$ cat config.mk
export PLATFORM = sky130hd
export DESIGN_NAME = stsv_scale
export DESIGN_NICKNAME = d
export VERILOG_FILES = /design/src/design/stsv_pkg.sv /design/src/design/stsv_scale.sv
export SDC_FILE = /design/constraint.sdc
export NUM_CORES = 2
export LEC_CHECK = 0
export BUFFER_PORTS_ARGS = -buffer_cell sky130_fd_sc_hd__buf_2
export CORE_MARGIN = 2
export CORE_UTILIZATION = 44
export DETAILED_ROUTE_END_ITERATION = 8
export HOLD_SLACK_MARGIN = 0.08
export PLACE_DENSITY = 0.6
export SLEW_MARGIN = 30
export SYNTH_ARGS = -nofsm -noshare
export SYNTH_HDL_FRONTEND = slang
export SYNTH_SLANG_ARGS = --single-unit
$ cat constraint.sdc
create_clock -name clk_i -period 13.1 [get_ports clk_i]
set_input_delay 1.31 -clock clk_i [delete_from_list [all_inputs] [get_ports clk_i]]
set_output_delay 1.31 -clock clk_i [all_outputs]
set_load 0.02 [all_outputs]
$ cat src/design/stsv_pkg.sv
// ----------------------------------------------------------------------------
// stsv_pkg
// Shared types and constants of the step-triggered sample voice.
// ----------------------------------------------------------------------------
`timescale 1ns / 1ps
`default_nettype none

package stsv_pkg;

  localparam int DEFAULT_SAMPLE_DEPTH = 65536;
  localparam int DEFAULT_STEP_COUNT   = 64;

  localparam int SAMPLE_W  = 16;
  localparam int CNT_W     = 17;
  localparam int STEP_W    = 6;
  localparam int LAST_W    = 7;
  localparam int PATTERN_W = 64;
  localparam int CFG_W     = 64;
  localparam int CFG_IDX_W = 3;
  localparam int GSQ_W     = 31;   // gain squared, at most 2^30

  localparam logic [15:0]       Q_ONE          = 16'h8000;
  localparam logic [15:0]       GAIN_RESET     = 16'd19661;
  localparam logic [15:0]       PAN_RESET      = 16'd16384;
  localparam logic [LAST_W-1:0] LAST_STEP_NONE = 7'd64;

  typedef enum logic [CFG_IDX_W-1:0] {
    CFG_STEP_PATTERN   = 3'd0,
    CFG_GAIN_LEVEL     = 3'd1,
    CFG_PAN_POSITION   = 3'd2,
    CFG_MUTE_ON        = 3'd3,
    CFG_SAMPLE_PRESENT = 3'd4,
    CFG_STEREO_SAMPLE  = 3'd5,
    CFG_START_INDEX    = 3'd6,
    CFG_END_INDEX      = 3'd7
  } cfg_index_e;

  // Request into the scaling pipeline.
  typedef struct packed {
    logic valid;
    logic mute;
  } scale_req_t;

endpackage

`default_nettype wire

$ cat src/design/stsv_scale.sv
// ----------------------------------------------------------------------------
// stsv_scale
// Three-stage scaling pipeline: |s| * w, times gain squared, then round
// half away from zero by 2^44 (the factor 2 folded in), saturate, mute.
// ----------------------------------------------------------------------------
`timescale 1ns / 1ps
`default_nettype none

module stsv_scale (
  input  wire logic                              clk_i,
  input  wire logic                              rst_ni,
  input  wire stsv_pkg::scale_req_t              req_i,
  input  wire logic signed [stsv_pkg::SAMPLE_W-1:0] sample_i,
  input  wire logic        [15:0]                weight_i,
  input  wire logic        [stsv_pkg::GSQ_W-1:0] gain_sq_i,
  output logic                                   valid_o,
  output logic signed      [stsv_pkg::SAMPLE_W-1:0] result_o
);

  localparam logic [62:0] ROUND_HALF = 63'd1 << 43;

  logic        v1_q, v2_q, v3_q;
  logic        neg1_q, neg2_q;
  logic        mute1_q, mute2_q;
  logic [15:0] mag;
  logic [31:0] t_d, t_q;
  logic [62:0] p_d, p_q;
  logic [62:0] sum;
  logic [18:0] r;
  logic [15:0] r_sat;
  logic signed [stsv_pkg::SAMPLE_W-1:0] res_d, res_q;

  // -32768 maps to 0x8000, read as unsigned
  assign mag = sample_i[15] ? 16'(-sample_i) : 16'(sample_i);
  assign t_d = {16'd0, mag} * {16'd0, weight_i};
  assign p_d = {31'd0, t_q} * {32'd0, gain_sq_i};

  assign sum = p_q + ROUND_HALF;
  assign r   = sum[62:44];

  always_comb begin
    if (neg2_q) begin
      r_sat = (r > 19'd32768) ? 16'h8000 : r[15:0];
    end else begin
      r_sat = (r > 19'd32767) ? 16'h7fff : r[15:0];
    end
    if (mute2_q) begin
      res_d = '0;
    end else if (neg2_q) begin
      res_d = signed'(16'(-r_sat));
    end else begin
      res_d = signed'(r_sat);
    end
  end

  always_ff @(posedge clk_i or negedge rst_ni) begin
    if (!rst_ni) begin
      v1_q <= 1'b0;
      v2_q <= 1'b0;
      v3_q <= 1'b0;
    end else begin
      v1_q <= req_i.valid;
      v2_q <= v1_q;
      v3_q <= v2_q;
    end
  end

  always_ff @(posedge clk_i) begin
    t_q     <= t_d;
    neg1_q  <= sample_i[15];
    mute1_q <= req_i.mute;
    p_q     <= p_d;
    neg2_q  <= neg1_q;
    mute2_q <= mute1_q;
    res_q   <= res_d;
  end

  assign valid_o  = v3_q;
  assign result_o = res_q;

endmodule

`default_nettype wire

### Word-level counts from Yosys, hierarchy flattened

Index checks and enable logic that the tools add are counted.

| storage, ports and cells | value |
|---|---|
| output and inout port bits | 17 |
| register bits | 118 |
| input bits | 67 |

| operators by class | value |
|---|---|
| add/subtract/negate cells | 3 |
| multiplexer cells | 5 |
| $lt $le $gt $ge | 2 |
| multipliers | 2 |

Operator list:

| cell | count |
|---|---|
| 2-to-1 mux 16 bit | 5 |
| adder 63 x 44 -> 63 bit, second input constant | 1 |
| multiplier 32 x 31 -> 63 bit | 1 |
| multiplier 16 x 16 -> 32 bit | 1 |
| negation 16 bit | 2 |
| greater-than comparator 19 x 15 -> 1 bit, second input constant | 1 |
| greater-than comparator 19 x 16 -> 1 bit, second input constant | 1 |

### Depth between registers and ports, before layout

| logic depth | value |
|---|---|
| word-level depth | 6 |
| gate-level depth with buffers | 30 |

### Worst setup path after synthesis

OpenSTA, ideal clock, no wires.

| timing | value |
|---|---|
| path kind | in2reg |
| start | in sample_i[2] (netlist bit) |
| end | reg t_q[31] |
| library setup time | 0.129 ns |
| required time | 12.971 ns |
| cell stages on the path | 28 |
| arrival time | 8.530 ns |
| setup slack | 4.441 ns |
| path through | or4_4 > nor3_2 > nand2b_1 > or4_4 > nand2_1 > xnor2_1 > clkbuf_1 > nand2_1 > fa_1 > fa_1 > inv_1 > fa_1 > fa_1 > fa_1 > inv_1 > fa_1 > inv_1 > ha_1 > clkbuf_1 > a21o_1 > a21o_1 > a21oi_1 > o211ai_1 > a41oi_1 > nor2_1 > a2111oi_2 > o21ai_0 > nor3b_1 |

| on the way | value |
|---|---|
| longest elaborated chain between the ends | 3 |

RTL lines:

| what | line | text |
|---|---|---|
| start: declaration | stsv_scale.sv:13 | `input wire logic signed [stsv_pkg::SAMPLE_W-1:0] sample_i,` |
| negation 16 bit | stsv_scale.sv:34 | `assign mag = sample_i[15] ? 16'(-sample_i) : 16'(sample_i);` |
| 2-to-1 mux 16 bit * | stsv_scale.sv:34 |  |
| multiplier 16 x 16 -> 32 bit * | stsv_scale.sv:35 | `assign t_d = {16'd0, mag} * {16'd0, weight_i};` |
| via t_d[31] | stsv_scale.sv:26 | `logic [31:0] t_d, t_q;` |
| end signal: assignment | stsv_scale.sv:69 | `t_q <= t_d;` |
| end: declaration | stsv_scale.sv:26 |  |

The timed path passes the listed nets; every way through them passes the cells marked *.
A chain may end at the register's enable or synchronous reset.

### Worst setup path in the final report

| timing | value |
|---|---|
| start | in gain_sq_i[8] (netlist bit) |
| end | reg p_q[54] |

| on the way | value |
|---|---|
| longest elaborated chain between the ends | 1 |

RTL lines:

| what | line | text |
|---|---|---|
| start: declaration | stsv_scale.sv:15 | `input wire logic [stsv_pkg::GSQ_W-1:0] gain_sq_i,` |
| multiplier 32 x 31 -> 63 bit | stsv_scale.sv:36 | `assign p_d = {31'd0, t_q} * {32'd0, gain_sq_i};` |
| via p_d[54] | stsv_scale.sv:27 | `logic [62:0] p_d, p_q;` |
| end signal: assignment | stsv_scale.sv:72 | `p_q <= p_d;` |
| end: declaration | stsv_scale.sv:27 |  |

The timed path passes the listed nets, and every way through them passes these cells.

==> metrics list <==
- Die H: 313.5 um
* Most Used Layer, Global Route: met2
- The clock reaches the later pin of the worst-skew pair after 360 ps.
- Compared with the post-synthesis result, the final layout area differs by 3.950%.
* Depth of the most critical reg-to-reg path: 22
* Worst path most repeated cell: fa_1
- The number of hold-slack violations in the final timing report came to 0.
- The number of setup buffers added after CTS is 0.
- Each instance of the synthesized netlist takes up on average 9.183 um2.
- Crit path capture type: flip-flop
- Worst setup startpoint: gain_sq_i[8]
- Using the TritonRoute via totals, the vias-per-cell ratio works out to 5.191.
- Die X-Extent: around 310 um
- The initial antenna violation count was 10.
* Kind of critical path: primary input to flip-flop
- Met2 Usage GRT: between 40 and 50%
- Yosys mapped a number of flops with a built-in enable equal to 0.
- Clock tree synthesis found a total of 75 sinks.
* Number of I/O pins: 84
- Number of rows in the core area: 113
- Max-cap violations in this run came to 0.
* Fraction of registers with async set/reset: under 10%
- Post-layout min period: 8906 ps
* Crit Reg-Reg Endpoint: p_q[54]$_DFF_P_
- The path class of the tightest hold or removal check is flip-flop to flip-flop.
- fa_1 takes more of the synthesized area than any other cell.
- Post-route setup TNS: 0 ps
- Prevailing post-synth register cell: dfxtp_1
* Weighted congestion at the end of routability-driven global placement: around 0.87
- Antenna violation net count after detailed routing: 0
- Gate Count Post-Synth: 4,591
- Routed Wire Length: 111.3 mm
* Effective utilization at floorplan: 44.37%
- Clk pin slew, worst setup/hold paths: 70 ps
- The slowest stage of the critical path is the or4b_2 cell.
- The number of different library cells used by synthesis comes to 88.
* Number of fill cells: about 9,200
- Number of buffers inserted by hold repair at cts: 0
* Number of nets produced by synthesis: between 6,000 and 7,000
* Floorplan die area: 98,300 um2
* Post-route DRC: 0
* Congestion Overflow GR: 0
* Clk_skew: 12.70 ps
* Transition time of the tightest slew-check pin: 996.1 ps
- Data arrival time of the critical path: between 9000 and 10,000 ps
- Headroom to the max-slew limit: 33.27%
* Count of pins over their slew limit: 0
- At the worst endpoint, the required time is 13,370 ps.
* Total of cells resized after clock tree synthesis: 0
- The startpoint identified for the worst register-to-register timing path is t_q[13]$_DFF_P_.
- Last element of the critical path: p_q[54]$_DFF_P_
- Fin crit share: 67.98%
* Reg2Reg Setup Slack: 4830 ps
* Sequential standard cell area: 1528 um2
- The root buffer cell chosen for the clock tree is clkbuf_16.
- The via count of the first global-routing pass came to 32,410.
- Global-route wire length before repair: 183.2 mm
- Setup violations remaining at the end of the flow were counted as 0.
- Maximum number of pins on one net before global-route repair: 33
* Fraction of post-synthesis cell area in the top cell type by area: 50.29%
- The core region is 95,010 um2.
* Area of the mapped netlist: between 40,000 and 50,000 um2
* Number of flip-flops and latches in the synthesized netlist: 75
* Number of violations reported at the end of detailed-routing iteration 0: 1,642
- Global Route Usage Sum: about a quarter
* Highest achievable clock rate: 112.3 MHz
- STA classifies the critical path startpoint as a primary input.
- Mean routed wirelength per cell: slightly below 20 um
- Count of buffers from port buffering: 83
* Number of buffers on the longest clock path: 2
- By area the synthesized netlist is led by fa_1, ha_1, and2_1.
- During synthesis, Yosys emitted a total of 0 warnings.
- Global routing usage on met1: approximately a third
- The net count of the finished layout is between 5,000 and 6,000.
- Unrepaired setup endpoints after global routing: false
* Met3 track demand over resource: 3.022%
- Total via count after detailed routing: between 20,000 and 30,000
- Worst path max stage delay: a little over 600 ps
* CTS Buf Count: 9
* DPL Wire Length: a little over 80 mm
- Fin Hold WS: 329.2 ps
* Router iterations before antenna repair: 6
- The critical path goes through buf_2 -> and2_1 -> fa_1 -> fa_1 -> inv_1 -> fa_1 -> fa_1 -> inv_1 -> fa_1 -> fa_1 -> fa_1 -> inv_1 -> fa_1 -> inv_1 -> ha_1 -> a221oi_1 -> o21ai_0 -> a211oi_1 -> nor2_1 -> o311ai_4 -> a211oi_4 -> o21ai_1 -> or4b_2 -> o311ai_2.
* Run status: finished, final reports clean
* Maximum level of the CTS H-tree: 3
- Along the worst path, the maximum fanout reaches 32.
- TritonCTS built the clock tree.
- In the final layout, the multi-input gates occupy 35,820 um2.
- Share of the yosys chip area belonging to registers: ~3.6%
- The post-route netlist has 4.123% of its cells at a drive strength greater than 1.
==> synth_stat cells, types with 18 or more instances <==
master	instances
a21oi_1	70
nor3_1	23
nand3_1	22
nand2_1	664
fa_1	1059
a21o_1	41
dfxtp_1	72
o21ai_0	34
ha_1	360
nand4_1	18
xnor2_1	56
clkbuf_1	224
nor2_1	45
and2_1	641
inv_1	1039
xor2_1	27
==> per-layer routing <==
layer,up-vias,wire [um]
met2,922,53950
met4,10,1899
li1,13200,-
met1,15610,48240
met3,118,7163
met5,-,69
==> registers in the layout, indices dropped and copies added (netlist names) <==
name	flops
mute1_q	1
valid_o	1
mute2_q	1
neg2_q	1
t_q	32
neg1_q	1
v2_q	1
p_q	20
v1_q	1
result_o	16
==> worst min path at each step <==
stage | from | to | cells after the start
after detailed placement | mute1_q$_DFF_P_ | mute2_q$_DFF_P_ | 0
after CTS | mute1_q$_DFF_P_ | mute2_q$_DFF_P_ | 0
after global placement | mute1_q$_DFF_P_ | mute2_q$_DFF_P_ | 0
final | mute1_q$_DFF_P_ | mute2_q$_DFF_P_ | 0
after global routing | mute1_q$_DFF_P_ | mute2_q$_DFF_P_ | 0
after floorplan | mute1_q$_DFF_P_ | mute2_q$_DFF_P_ | 0
==> cell type report <==
cell class	instances	area share, %
tap	1265	3.612
timing repair buffer	121	1.599
clock buffer	10	0.5453
clock inverter	6	0.1113
multi-input combinational	3236	81.74
antenna	1	0.005710
sequential	75	3.486
inverter	1039	8.899
==> cell usage in the layout (no fill, tap or decap), types with 6 or more instances in the layout <==
cell / Yosys / final
a211oi_1: 11 / 11
a21o_1: 41 / 41
a21oi_1: 70 / 70
a221oi_1: 6 / 6
a31oi_1: 7 / 7
and2_1: 641 / 641
and3_1: 7 / 7
buf_2: 6 / 83
buf_4: 2 / 38
clkbuf_16: 0 / 9
dfxtp_1: 72 / 63
dfxtp_2: 0 / 9
fa_1: 1059 / 1059
ha_1: 360 / 360
inv_1: 1039 / 1039
mux2i_1: 7 / 7
nand2_1: 664 / 664
nand2b_1: 9 / 9
nand3_1: 22 / 22
nand4_1: 18 / 18
nor2_1: 45 / 45
nor3_1: 23 / 23
o211ai_1: 6 / 6
o21a_1: 11 / 11
o21ai_0: 34 / 33
o21ai_1: 5 / 6
o21bai_1: 10 / 10
xnor2_1: 56 / 52
xor2_1: 27 / 27
==> critical path, delay by kind of cell <==
kind | cells | cell delay [ps]
fa+ha+maj | 9 | 4310
buf+inv | 5 | 800
simple gates | 3 | 1080
compound gates | 7 | 1630
==> per-stage QoR <==
stage	instance area, um2	instances	setup WS [ps]	utilization, %
finish	43820	5753	4194	46.12
global route	43820	5752	3747	46.12
CTS	43820	5752	4186	46.12
detailed placement	43530	5736	3848	45.82
global placement	43520	5736	3951	45.81
floorplan	42160	4591	4441	-
==> logic make-up after synthesis <==
| family | synth area share (%) |
|---|---|
| AO/OA/AOI/OAI | 4.078 |
| multiplexers | 0.1929 |
| adder cells (fa/ha/maj) | 60.97 |
| XOR/XNOR | 1.724 |
| buffers and inverters | 11.53 |
| flip-flops | 3.597 |
| AND/OR/NAND/NOR | 17.91 |
Power is not shown: default switching activity piles up to over one toggle a cycle in this logic, so the estimate is an artifact.
